==> config.mk <==
export PLATFORM = sky130hd
export DESIGN_NAME = grid_snapped_line_rasterizer
export DESIGN_NICKNAME = d
export VERILOG_FILES = /design/src/rtl/core/gslr_pkg.sv /design/src/rtl/core/grid_snapped_line_rasterizer.sv
export SDC_FILE = /design/constraint.sdc
export NUM_CORES = 1
export LEC_CHECK = 0
export BUFFER_PORTS_ARGS = -buffer_cell sky130_fd_sc_hd__buf_2
export CAP_MARGIN = 20
export CORE_ASPECT_RATIO = 0.6
export CORE_MARGIN = 2
export CORE_UTILIZATION = 50
export DETAILED_ROUTE_END_ITERATION = 10
export PLACE_DENSITY = 0.68
export SLEW_MARGIN = 20
export SYNTH_ARGS = -nofsm -noshare
export SYNTH_HDL_FRONTEND = slang
export SYNTH_SLANG_ARGS = --single-unit
==> constraint.sdc <==
create_clock -name clk_i -period 6.6 [get_ports clk_i]
set_input_delay 0.33 -clock clk_i [delete_from_list [all_inputs] [get_ports clk_i]]
set_output_delay 0.33 -clock clk_i [all_outputs]
set_load 0.03 [all_outputs]
==> src/rtl/core/gslr_pkg.sv <==
// ----------------------------------------------------------------------------
// gslr_pkg
// Shared constants for the grid-snapped line rasteriser: register indexes,
// register widths and reset values, and the item opcodes.
// ----------------------------------------------------------------------------
package gslr_pkg;

  localparam int unsigned CFG_IDX_W  = 2;
  localparam int unsigned CFG_DATA_W = 12;

  localparam logic [CFG_IDX_W-1:0] CFG_CELL_SIZE   = 2'd0;
  localparam logic [CFG_IDX_W-1:0] CFG_CLIP_WIDTH  = 2'd1;
  localparam logic [CFG_IDX_W-1:0] CFG_CLIP_HEIGHT = 2'd2;

  localparam int unsigned CELL_SIZE_W = 8;
  localparam int unsigned CLIP_W      = 12;

  localparam logic [CELL_SIZE_W-1:0] CELL_SIZE_RST = 8'd1;
  localparam logic [CLIP_W-1:0]      CLIP_RST      = 12'd4095;

  localparam logic OP_LOAD = 1'b0;
  localparam logic OP_STEP = 1'b1;

endpackage

==> src/rtl/core/grid_snapped_line_rasterizer.sv <==
// ----------------------------------------------------------------------------
// grid_snapped_line_rasterizer
// Bresenham edge walker that snaps each pixel to a configurable grid cell.
// ----------------------------------------------------------------------------
// Input channel (in_valid_i / in_ready_o): op_i selects load or step. A load
// word takes the edge end points and returns the end point's cell.
// A step word snaps the current pixel to the grid, advances one Bresenham
// step and returns the cell if it is inside the clip bounds and new.
// Output channel (out_valid_o / out_ready_i): exactly one result word per
// input word, held in an output register until taken.
// Config channel (cfg_valid_i / cfg_ready_o): index 0 cell size, 1 clip width,
// 2 clip height; always ready. The user must write them only while the block
// is idle; the block itself does not enforce this. One remainder unit, one
// bit a cycle, x then y; a step at the edge end skips it and goes straight
// to the final state. The block takes one word at a time; it accepts the
// next word while the last result still waits, but stalls in its final cycle
// until the output register is free. Reset clears the walker state to zero
// and loads the registers with cell size 1 and both clip bounds 4095.
// ----------------------------------------------------------------------------
module grid_snapped_line_rasterizer #(
  parameter int unsigned COORD_BITS = 12
) (
  input  logic                                 clk_i,
  input  logic                                 rst_ni,
  // config
  input  logic                                 cfg_valid_i,
  output logic                                 cfg_ready_o,
  input  logic [gslr_pkg::CFG_IDX_W-1:0]       cfg_index_i,
  input  logic [gslr_pkg::CFG_DATA_W-1:0]      cfg_data_i,
  // input words
  input  logic                                 in_valid_i,
  output logic                                 in_ready_o,
  input  logic                                 op_i,
  input  logic [COORD_BITS-1:0]                start_x_i,
  input  logic [COORD_BITS-1:0]                start_y_i,
  input  logic [COORD_BITS-1:0]                end_x_i,
  input  logic [COORD_BITS-1:0]                end_y_i,
  // result words
  output logic                                 out_valid_o,
  input  logic                                 out_ready_i,
  output logic                                 cell_valid_o,
  output logic [COORD_BITS-1:0]                cell_x_o,
  output logic [COORD_BITS-1:0]                cell_y_o,
  output logic                                 edge_done_o
);

  localparam int unsigned CS_W  = gslr_pkg::CELL_SIZE_W;
  localparam int unsigned CNT_W = $clog2(COORD_BITS);
  localparam int unsigned ERR_W = COORD_BITS + 2;
  localparam int unsigned E2_W  = COORD_BITS + 3;
  localparam int unsigned CMP_W = (COORD_BITS > gslr_pkg::CLIP_W) ? COORD_BITS
                                                                   : gslr_pkg::CLIP_W;
  localparam logic [CNT_W-1:0] CNT_LAST = CNT_W'(COORD_BITS - 1);

  localparam logic [1:0] S_IDLE  = 2'd0;
  localparam logic [1:0] S_DIV_X = 2'd1;
  localparam logic [1:0] S_DIV_Y = 2'd2;
  localparam logic [1:0] S_FIN   = 2'd3;

  // config registers
  logic [CS_W-1:0]               cell_size_q;
  logic [gslr_pkg::CLIP_W-1:0]   clip_w_q, clip_h_q;

  // walker state
  logic [COORD_BITS-1:0] pos_x_q, pos_x_d, pos_y_q, pos_y_d;
  logic [COORD_BITS-1:0] tgt_x_q, tgt_x_d, tgt_y_q, tgt_y_d;
  logic [COORD_BITS-1:0] span_x_q, span_x_d, span_y_q, span_y_d;
  logic                  dir_x_neg_q, dir_x_neg_d, dir_y_neg_q, dir_y_neg_d;
  logic signed [ERR_W-1:0] err_q, err_d;
  logic [COORD_BITS-1:0] prev_x_q, prev_x_d, prev_y_q, prev_y_d;

  // sequencer and remainder unit
  logic [1:0]            state_q, state_d;
  logic                  is_load_q, is_load_d, at_end_q, at_end_d;
  logic [CNT_W-1:0]      cnt_q, cnt_d;
  logic [COORD_BITS-1:0] opr_q, opr_d;
  logic [CS_W-1:0]       rem_q, rem_d;
  logic [COORD_BITS-1:0] lx_q, lx_d, ly_q, ly_d;

  // output register
  logic                  out_valid_q, out_valid_d, cell_valid_q, cell_valid_d;
  logic [COORD_BITS-1:0] cell_x_q, cell_x_d, cell_y_q, cell_y_d;
  logic                  done_q, done_d;

  logic [CS_W-1:0]       cs_eff;
  logic [CS_W:0]         rem_sh;
  logic [CS_W-1:0]       rem_nxt;
  logic [COORD_BITS-1:0] src_x, src_y, snap_val;
  logic signed [E2_W-1:0] e2, span_x_s, span_y_s;
  logic                  adv_x, adv_y, emit, out_free, in_fire;
  logic [COORD_BITS-1:0] step_x, step_y;

  assign cfg_ready_o  = 1'b1;
  assign in_ready_o   = (state_q == S_IDLE);
  assign in_fire      = in_valid_i && in_ready_o;
  assign out_free     = !out_valid_q || out_ready_i;

  assign out_valid_o  = out_valid_q;
  assign cell_valid_o = cell_valid_q;
  assign cell_x_o     = cell_x_q;
  assign cell_y_o     = cell_y_q;
  assign edge_done_o  = done_q;

  // a cell size of zero means no snapping
  assign cs_eff = (cell_size_q == '0) ? CS_W'(1) : cell_size_q;

  // one restoring remainder step per cycle, msb first
  assign rem_sh  = {rem_q, opr_q[COORD_BITS-1]};
  assign rem_nxt = (rem_sh >= {1'b0, cs_eff}) ? CS_W'(rem_sh - {1'b0, cs_eff})
                                              : CS_W'(rem_sh);

  assign src_x    = is_load_q ? tgt_x_q : pos_x_q;
  assign src_y    = is_load_q ? tgt_y_q : pos_y_q;
  assign snap_val = ((state_q == S_DIV_X) ? src_x : src_y)
                    - {{(COORD_BITS-CS_W){1'b0}}, rem_nxt};

  // bresenham decision on the error term before this step
  assign e2       = $signed({err_q, 1'b0});
  assign span_x_s = $signed({3'b000, span_x_q});
  assign span_y_s = $signed({3'b000, span_y_q});
  assign adv_x    = e2 > -span_y_s;
  assign adv_y    = e2 < span_x_s;
  assign step_x   = dir_x_neg_q ? pos_x_q - COORD_BITS'(1) : pos_x_q + COORD_BITS'(1);
  assign step_y   = dir_y_neg_q ? pos_y_q - COORD_BITS'(1) : pos_y_q + COORD_BITS'(1);

  assign emit = (CMP_W'(lx_q) <= CMP_W'(clip_w_q)) && (CMP_W'(ly_q) <= CMP_W'(clip_h_q))
                && ((lx_q != prev_x_q) || (ly_q != prev_y_q));

  always_comb begin
    state_d      = state_q;
    is_load_d    = is_load_q;
    at_end_d     = at_end_q;
    cnt_d        = cnt_q;
    opr_d        = opr_q;
    rem_d        = rem_q;
    lx_d         = lx_q;
    ly_d         = ly_q;
    pos_x_d      = pos_x_q;
    pos_y_d      = pos_y_q;
    tgt_x_d      = tgt_x_q;
    tgt_y_d      = tgt_y_q;
    span_x_d     = span_x_q;
    span_y_d     = span_y_q;
    dir_x_neg_d  = dir_x_neg_q;
    dir_y_neg_d  = dir_y_neg_q;
    err_d        = err_q;
    prev_x_d     = prev_x_q;
    prev_y_d     = prev_y_q;
    out_valid_d  = out_valid_q && !out_ready_i;
    cell_valid_d = cell_valid_q;
    cell_x_d     = cell_x_q;
    cell_y_d     = cell_y_q;
    done_d       = done_q;

    unique case (state_q)
      S_IDLE: begin
        if (in_fire) begin
          cnt_d = '0;
          rem_d = '0;
          if (op_i == gslr_pkg::OP_LOAD) begin
            is_load_d   = 1'b1;
            at_end_d    = 1'b0;
            pos_x_d     = start_x_i;
            pos_y_d     = start_y_i;
            tgt_x_d     = end_x_i;
            tgt_y_d     = end_y_i;
            span_x_d    = (start_x_i < end_x_i) ? end_x_i - start_x_i : start_x_i - end_x_i;
            span_y_d    = (start_y_i < end_y_i) ? end_y_i - start_y_i : start_y_i - end_y_i;
            dir_x_neg_d = !(start_x_i < end_x_i);
            dir_y_neg_d = !(start_y_i < end_y_i);
            err_d       = $signed({2'b00, span_x_d}) - $signed({2'b00, span_y_d});
            opr_d       = end_x_i;
            state_d     = S_DIV_X;
          end else begin
            is_load_d = 1'b0;
            at_end_d  = (pos_x_q == tgt_x_q) && (pos_y_q == tgt_y_q);
            opr_d     = pos_x_q;
            state_d   = at_end_d ? S_FIN : S_DIV_X;
          end
        end
      end
      S_DIV_X: begin
        rem_d = rem_nxt;
        opr_d = opr_q << 1;
        cnt_d = cnt_q + CNT_W'(1);
        if (cnt_q == CNT_LAST) begin
          lx_d    = snap_val;
          rem_d   = '0;
          cnt_d   = '0;
          opr_d   = src_y;
          state_d = S_DIV_Y;
        end
      end
      S_DIV_Y: begin
        rem_d = rem_nxt;
        opr_d = opr_q << 1;
        cnt_d = cnt_q + CNT_W'(1);
        if (cnt_q == CNT_LAST) begin
          ly_d    = snap_val;
          state_d = S_FIN;
        end
      end
      S_FIN: begin
        if (out_free) begin
          out_valid_d = 1'b1;
          state_d     = S_IDLE;
          priority if (is_load_q) begin
            // end cell always goes out and becomes the last cell
            prev_x_d     = lx_q;
            prev_y_d     = ly_q;
            cell_valid_d = 1'b1;
            cell_x_d     = lx_q;
            cell_y_d     = ly_q;
            done_d       = (pos_x_q == tgt_x_q) && (pos_y_q == tgt_y_q);
          end else if (at_end_q) begin
            cell_valid_d = 1'b0;
            cell_x_d     = '0;
            cell_y_d     = '0;
            done_d       = 1'b1;
          end else begin
            err_d = err_q
                    - (adv_x ? $signed({2'b00, span_y_q}) : $signed(ERR_W'(0)))
                    + (adv_y ? $signed({2'b00, span_x_q}) : $signed(ERR_W'(0)));
            pos_x_d      = adv_x ? step_x : pos_x_q;
            pos_y_d      = adv_y ? step_y : pos_y_q;
            cell_valid_d = emit;
            cell_x_d     = emit ? lx_q : '0;
            cell_y_d     = emit ? ly_q : '0;
            done_d       = (pos_x_d == tgt_x_q) && (pos_y_d == tgt_y_q);
            if (emit) begin
              prev_x_d = lx_q;
              prev_y_d = ly_q;
            end
          end
        end
      end
      default: state_d = S_IDLE;
    endcase
  end

  always_ff @(posedge clk_i or negedge rst_ni) begin
    if (!rst_ni) begin
      state_q      <= S_IDLE;
      is_load_q    <= 1'b0;
      at_end_q     <= 1'b0;
      cnt_q        <= '0;
      cell_size_q  <= gslr_pkg::CELL_SIZE_RST;
      clip_w_q     <= gslr_pkg::CLIP_RST;
      clip_h_q     <= gslr_pkg::CLIP_RST;
      pos_x_q      <= '0;
      pos_y_q      <= '0;
      tgt_x_q      <= '0;
      tgt_y_q      <= '0;
      span_x_q     <= '0;
      span_y_q     <= '0;
      dir_x_neg_q  <= 1'b0;
      dir_y_neg_q  <= 1'b0;
      err_q        <= '0;
      prev_x_q     <= '0;
      prev_y_q     <= '0;
      out_valid_q  <= 1'b0;
    end else begin
      state_q      <= state_d;
      is_load_q    <= is_load_d;
      at_end_q     <= at_end_d;
      cnt_q        <= cnt_d;
      pos_x_q      <= pos_x_d;
      pos_y_q      <= pos_y_d;
      tgt_x_q      <= tgt_x_d;
      tgt_y_q      <= tgt_y_d;
      span_x_q     <= span_x_d;
      span_y_q     <= span_y_d;
      dir_x_neg_q  <= dir_x_neg_d;
      dir_y_neg_q  <= dir_y_neg_d;
      err_q        <= err_d;
      prev_x_q     <= prev_x_d;
      prev_y_q     <= prev_y_d;
      out_valid_q  <= out_valid_d;
      if (cfg_valid_i && cfg_ready_o) begin
        unique case (cfg_index_i)
          gslr_pkg::CFG_CELL_SIZE:   cell_size_q <= cfg_data_i[CS_W-1:0];
          gslr_pkg::CFG_CLIP_WIDTH:  clip_w_q    <= cfg_data_i[gslr_pkg::CLIP_W-1:0];
          gslr_pkg::CFG_CLIP_HEIGHT: clip_h_q    <= cfg_data_i[gslr_pkg::CLIP_W-1:0];
          default: ;
        endcase
      end
    end
  end

  // datapath registers, no reset
  always_ff @(posedge clk_i) begin
    opr_q        <= opr_d;
    rem_q        <= rem_d;
    lx_q         <= lx_d;
    ly_q         <= ly_d;
    cell_valid_q <= cell_valid_d;
    cell_x_q     <= cell_x_d;
    cell_y_q     <= cell_y_d;
    done_q       <= done_d;
  end

  // the remainder stays below the divisor while snapping
  a_rem_range: assert property (@(posedge clk_i) disable iff (!rst_ni)
    ((state_q == S_DIV_X) || (state_q == S_DIV_Y)) |-> (rem_q < cs_eff))
    else $error("remainder out of range");

  // a dropped cell reads as zero
  a_zero_cell: assert property (@(posedge clk_i) disable iff (!rst_ni)
    (out_valid_o && !cell_valid_o) |-> ((cell_x_o == '0) && (cell_y_o == '0)))
    else $error("dropped cell not zero");

  // a load always emits its end cell
  a_load_emit: assert property (@(posedge clk_i) disable iff (!rst_ni)
    ((state_q == S_FIN) && is_load_q && out_free) |=> (out_valid_o && cell_valid_o))
    else $error("load result without cell");

  // an accepted word keeps the block busy
  a_busy: assert property (@(posedge clk_i) disable iff (!rst_ni)
    in_fire |=> !in_ready_o)
    else $error("ready right after accept");

  // a step at the edge end skips the snapping
  a_end_skip: assert property (@(posedge clk_i) disable iff (!rst_ni)
    (in_fire && (op_i == gslr_pkg::OP_STEP) && (pos_x_q == tgt_x_q)
     && (pos_y_q == tgt_y_q)) |=> (state_q == S_FIN))
    else $error("end step entered snapping");

endmodule

# --- Yosys cells after proc, flatten, opt, wreduce, memory -nomap -nowiden ---
# Index checks and enable logic that the tools add are counted.
totals:
  ff_bits: 223
  latch_bits: 0
  ram_bits: 0
  romBits: 0
  out_inout_bits: 29
  n_memories: 0
classes:
  add_sub_neg: 15
  multipliers: 0
  div: 0
  magnitude_cmp: 7
  n_eq_ne: 20
  n_shift: 0
  n_mux: 67
  bitwise: 1
  reduce_logical: 30
op_table:
  columns: ["op", "n"]
  rows:
  - ["12-bit 2-to-1 mux", 36]
  - ["14-bit 2-to-1 mux", 5]
  - ["12-bit == test", 4]
  - ["12-bit case mux with 2 select lines", 2]
  - ["12-bit subtractor", 4]
  - ["12-bit case mux with 3 select lines", 1]
  - ["8-bit 2-to-1 mux", 4]
  - ["14-bit case mux with 2 select lines", 1]
  - ["12-bit by 1-bit adder with 12-bit output, second input constant", 2]
  - ["12-bit <= comparator", 2]
  - ["12-bit < comparator", 2]
  - ["12-bit != test", 2]
  - ["8-bit case mux with 3 select lines", 1]
  - ["12-bit by 1-bit subtractor with 12-bit output, second input constant", 2]
  - ["2-bit AND reduction", 8]
  - ["15-bit > comparator", 1]
  - ["15-bit by 13-bit < comparator with 1-bit output", 1]
  - ["12-bit negation with 15-bit output", 1]
  - ["14-bit by 13-bit adder with 14-bit output", 1]
  - ["14-bit by 13-bit subtractor with 14-bit output", 1]
  - ["12-bit by 12-bit subtractor with 13-bit output", 1]
  - ["2-bit 2-to-1 mux", 6]
  - ["2-bit != test, second input constant", 6]
  - ["4-bit case mux with 3 select lines", 1]
  - ["22 further kinds", 45]

# --- Logic depth before layout (Yosys ltp) ---
logic_depth:
  ltp_word: 9
  mapped_depth: 28

# --- Least setup slack after synthesis ---
# Ideal clock, no wire load.
synth_path:
  kind: "reg-to-reg"
  startpoint: "register span_y_q[4]"
  endpoint: "register err_q[12]"
  t_arrival_ns: 5.371
  required_ns: 6.513
  setup_slack_ns: 1.142
  path_stages_with_launch: 25
  synth_period_minus_slack_ns: 5.458
  path_cell_list: "dfrtp_1 -> or4_1 -> nor3_1 -> nand2_1 -> o41ai_1 -> o21ai_0 -> ha_1 -> and4_1 -> nand3_1 -> o41ai_1 -> mux2_2 -> clkbuf_1 -> nor2_1 -> fa_1 -> fa_1 -> nor2b_1 -> o21ai_0 -> a21boi_0 -> o21ai_0 -> a21oi_1 -> a31oi_1 -> o21ai_0 -> xor2_1 -> nand2_1 -> a22oi_1"
synth_between:
  elab_chain_len: 9
synth_lines:
  columns: ["element", "line_no", "rtl"]
  rows:
  - ["start, declared", "grid_snapped_line_rasterizer.sv:67", "logic [COORD_BITS-1:0] span_x_q, span_x_d, span_y_q, span_y_d;"]
  - ["start signal, assigned", "grid_snapped_line_rasterizer.sv:272", "span_y_q <= span_y_d;"]
  - ["12-bit negation with 15-bit output", "grid_snapped_line_rasterizer.sv:121", "assign adv_x = e2 > -span_y_s;"]
  - ["15-bit > comparator", "grid_snapped_line_rasterizer.sv:121", null]
  - ["12-bit 2-to-1 mux (*)", "grid_snapped_line_rasterizer.sv:222", "- (adv_x ? $signed({2'b00, span_y_q}) : $signed(ERR_W'(0)))"]
  - ["14-bit by 13-bit subtractor with 14-bit output (*)", "grid_snapped_line_rasterizer.sv:222", null]
  - ["14-bit by 13-bit adder with 14-bit output (*)", "grid_snapped_line_rasterizer.sv:223", "+ (adv_y ? $signed({2'b00, span_x_q}) : $signed(ERR_W'(0)));"]
  - ["14-bit 2-to-1 mux (*)", "grid_snapped_line_rasterizer.sv:215", "end else if (at_end_q) begin"]
  - ["14-bit 2-to-1 mux (*)", "grid_snapped_line_rasterizer.sv:207", "priority if (is_load_q) begin"]
  - ["14-bit 2-to-1 mux (*)", "grid_snapped_line_rasterizer.sv:204", "if (out_free) begin"]
  - ["14-bit case mux with 2 select lines (*)", "grid_snapped_line_rasterizer.sv:155", "unique case (state_q)"]
  - ["end signal, assigned", "grid_snapped_line_rasterizer.sv:275", "err_q <= err_d;"]
  - ["end, declared", "grid_snapped_line_rasterizer.sv:69", "logic signed [ERR_W-1:0] err_q, err_d;"]
# Mark *: on every way between the ends. The rest lies on a longest branch, timed or not. The select of a mux whose other input is x is not followed.
# A chain may end at the register's enable or synchronous reset.

# --- Worst setup path after layout ---
# Same ends and word-level chain as after synthesis.

==> impl_metrics.json <==
{
  "largest_register_ff_count": 14,
  "layout.nets": 2107,
  "initial_utilization": 0.509,
  "first_global_vias": 13000,
  "detail-route-antenna-nets": 0,
  "register_with_the_highest_flop_count": "err_q",
  "synth.distinct_cells": 79,
  "post_synth_instance_area_sq_um": 16600,
  "cts.reportedPaths.clkPinSlew_ns": 0.07,
  "hold_path_startpoint": "cfg_data_i[9]",
  "synth_top_area_frac": 0.193,
  "setup-violations-final": 0,
  "synth.yosys.seq_area_share": 0.360,
  "detailedRoute.firstPassIterationCount": 5,
  "die-height_microns": 145,
  "timing.critical_path.arrival_ns": 6.60,
  "grt_util_all_layers": 0.284,
  "max-vdd-ir-drop_v": 0.000324,
  "grt-ovfl-total": 0,
  "clk-insertion-delay-late_ns": 0.54,
  "finalWorstSetupSlack_ns": 0.449,
  "buffer_ports.inserted": 95,
  "layout-area-overhead-vs-synth_pct": 11.2,
  "dr_total_vias": 13600,
  "top_fanout_value_on_the_critical_path": 11,
  "maximum_clock_path_buffer_count": 3,
  "netlist_top_cells_area": "sky130_fd_sc_hd__dfrtp_1, sky130_fd_sc_hd__edfxtp_1, sky130_fd_sc_hd__ha_1",
  "htree_num_levels": 1,
  "postSynthAreaPerCell_sq_um": 9.35,
  "leakage_nw": 8.45,
  "ys_warn_count": 0,
  "dpl_worst_slack_ns": 0.415,
  "max_clock_freq_mhz": 163,
  "cts_tree": "built",
  "fp.coreArea_sq_um": 32500,
  "die_width_microns": 239,
  "timing.critical_path.required_ns": 7.04,
  "synth_top_flop_cell": "sky130_fd_sc_hd__dfrtp_1",
  "detail_route.wirelength_microns": 49300,
  "cp-end-kind": "register",
  "routedWlPerCell_microns": 21.4,
  "count_of_maximum_capacitance_violations": 0,
  "worst_r2r_startpoint": "span_y_q[4]",
  "final.hold.worst_slack_ns": 0.0364,
  "maximum_number_of_pins_on_one_net_before_global_route_repair": 83,
  "syn_nets": 2027,
  "postCtsSetupRepairBufs": 0,
  "finalCriticalPeriod_ns": 6.15,
  "yosys_register_bits": 223,
  "drive_above_1_share": 0.136,
  "maxSlewViolCount": 0,
  "finish.utilization": 0.566,
  "fin_skew_ns": 0.0198,
  "route.detailed.vias_per_inst": 5.91,
  "synth_edf_count": 70,
  "dpl_cell_area_sq_um": 17500,
  "place_congestion": 0.958,
  "ys_async_sr_fraction": 0.686,
  "floorplan.die_area_sq_um": 34700,
  "place_hpwl_microns": 38000,
  "std_cell_rows": 51,
  "cts_buffers": 25,
  "finished_layout_cell_area_sq_um": 18400,
  "startpoint": "span_y_q[4]",
  "normalized_max_slew_margin": 0.262,
  "synthCells": 1773,
  "cts_num_sinks": 223,
  "worst_setup_path_type": "reg2reg",
  "min-delay-path-class": "in2reg",
  "final_hold_viol_count": 0,
  "power.density_cell_area_nw_per_um2": 625,
  "setup.worst_path.start_class": "register",
  "run_status": "complete, no violations",
  "clockRootBuffer": "sky130_fd_sc_hd__clkbuf_16",
  "grt_antenna_before_repair": 4,
  "final_routed_drc_violation_total": 0,
  "post-synth-top-area-cell": "sky130_fd_sc_hd__dfrtp_1",
  "global_route_wire_length_before_repair_microns": 75700,
  "top_level_ports": 97,
  "drt_iter0_drc": 1395,
  "timing.final.crit_share": 0.932,
  "worst_slew_pin_slew_ns": 1.10
}
## area by class of cell
cell class	count	area, sq um
diodes	3	7.51
clock buffers	31	658
fillers	2886	14100
inverters	186	698
flip-flops and latches	223	5960
clock inverters	14	255
multi-input cells	1305	9700
well taps	424	531
repair buffers	112	616
## cell families after synthesis
group | synth area share
xor gates and xnor gates | 0.0724
other | 0.000226
and+or+nand+nor | 0.132
adders and majority gates | 0.150
AOI/OAI and AO/OA | 0.153
buffers and inverters | 0.0576
muxes | 0.0748
DFF | 0.360
## layer usage
| metal | up-vias | share of wire | track usage |
|---|---|---|---|
| met5 | - | 0 | 0 |
| met2 | 566 | 0.38 | 0.369 |
| met3 | 40 | 0.13 | 0.113 |
| met4 | 0 | 0.012 | 0.0409 |
| met1 | 6618 | 0.48 | 0.442 |
| li1 | 6356 | - | - |
## path summary, 6_finish.rpt
path	to	slack, ns	depth (start not counted)
min in group asynchronous	tgt_y_q[1]	0.38	2
max	err_q[12]	0.45	23
max in group asynchronous	cell_size_q[6]	4.98	3
min	clip_w_q[9]	0.04	2
min reg2reg	prev_x_q[5]	0.51	1
max reg2reg	err_q[12]	0.45	23
## stage by stage
step                      power (mW)  TNS, ns  cells
final                           11.5        0   2298
after global routing            12.4  -0.0113   2297
after CTS                       11.3        0   2295
after detailed placement        9.61        0   2249
after global placement          9.44        0   2248
after floorplan                 7.81        0   1773
## synth_stat cells, drive strengths merged, types with 21 or more instances
master	instances
a21o	36
a21oi	91
and2	38
clkbuf	40
dfrtp	128
dfstp	25
edfxtp	70
fa	21
ha	165
inv	185
mux2	66
mux2i	47
nand2	166
nand3	24
nor2	101
nor3	40
o21ai	145
xnor2	73
xor2	64
## critical path, cell delays in order (launching register included)
cell and delay [ns]:
sky130_fd_sc_hd__dfrtp_1 0.42, sky130_fd_sc_hd__or4_1 0.58, sky130_fd_sc_hd__nor3_1 0.20, sky130_fd_sc_hd__nand2_1 0.17, sky130_fd_sc_hd__o41ai_1 0.24, sky130_fd_sc_hd__o21ai_0 0.13
sky130_fd_sc_hd__ha_1 0.32, sky130_fd_sc_hd__and4_1 0.17, sky130_fd_sc_hd__nand3_1 0.16, sky130_fd_sc_hd__o211ai_2 0.25, sky130_fd_sc_hd__mux2_4 0.41, sky130_fd_sc_hd__nor2_1 0.17
sky130_fd_sc_hd__fa_1 0.49, sky130_fd_sc_hd__fa_1 0.48, sky130_fd_sc_hd__nor2b_1 0.17, sky130_fd_sc_hd__o21ai_0 0.13, sky130_fd_sc_hd__a21boi_0 0.27, sky130_fd_sc_hd__o21ai_0 0.24
sky130_fd_sc_hd__a21oi_2 0.27, sky130_fd_sc_hd__a31oi_1 0.15, sky130_fd_sc_hd__o21ai_0 0.22, sky130_fd_sc_hd__xor2_1 0.16, sky130_fd_sc_hd__nand2_1 0.06, sky130_fd_sc_hd__a22oi_1 0.17
## cell usage in the layout, fill, tap and decap left out, types with 9 or more instances in the layout
cell type and count:
sky130_fd_sc_hd__clkbuf_16 25, sky130_fd_sc_hd__nor3_1 40, sky130_fd_sc_hd__o22a_1 12, sky130_fd_sc_hd__fa_1 21, sky130_fd_sc_hd__dfrtp_1 128, sky130_fd_sc_hd__buf_2 94, sky130_fd_sc_hd__mux2i_1 46, sky130_fd_sc_hd__nor4_1 12
sky130_fd_sc_hd__nand3_1 24, sky130_fd_sc_hd__xnor2_1 72, sky130_fd_sc_hd__a21oi_1 87, sky130_fd_sc_hd__nor2b_1 18, sky130_fd_sc_hd__mux2_2 47, sky130_fd_sc_hd__nand2b_1 15, sky130_fd_sc_hd__buf_4 15, sky130_fd_sc_hd__nor2_1 99
sky130_fd_sc_hd__o211ai_1 12, sky130_fd_sc_hd__and2_1 37, sky130_fd_sc_hd__o22ai_1 11, sky130_fd_sc_hd__a21boi_0 9, sky130_fd_sc_hd__o21ai_0 142, sky130_fd_sc_hd__ha_1 164, sky130_fd_sc_hd__a21o_1 35, sky130_fd_sc_hd__o21a_1 9
sky130_fd_sc_hd__nand4_1 16, sky130_fd_sc_hd__mux2_1 17, sky130_fd_sc_hd__a31oi_1 16, sky130_fd_sc_hd__nand2_1 166, sky130_fd_sc_hd__o221ai_1 13, sky130_fd_sc_hd__edfxtp_1 70, sky130_fd_sc_hd__xor2_1 64, sky130_fd_sc_hd__dfstp_2 25
sky130_fd_sc_hd__inv_1 185
## power by group
part	total, mW	switching, mW	internal [mW]	leakage [nW]
registers	2.80	0.603	2.20	2.48
clock network	1.59	0.610	0.982	0.434
logic	7.13	4.30	2.82	5.54
## what timing repair did
| action | CTS | global route |
|---|---|---|
| setup endpoints to repair | 0 | 2 |
| hold buffers | 1 | 0 |
| resized for setup | 0 | 3 |
| hold endpoints to repair | 71 | 0 |
Note: power is estimated with default switching activity, not from simulation.
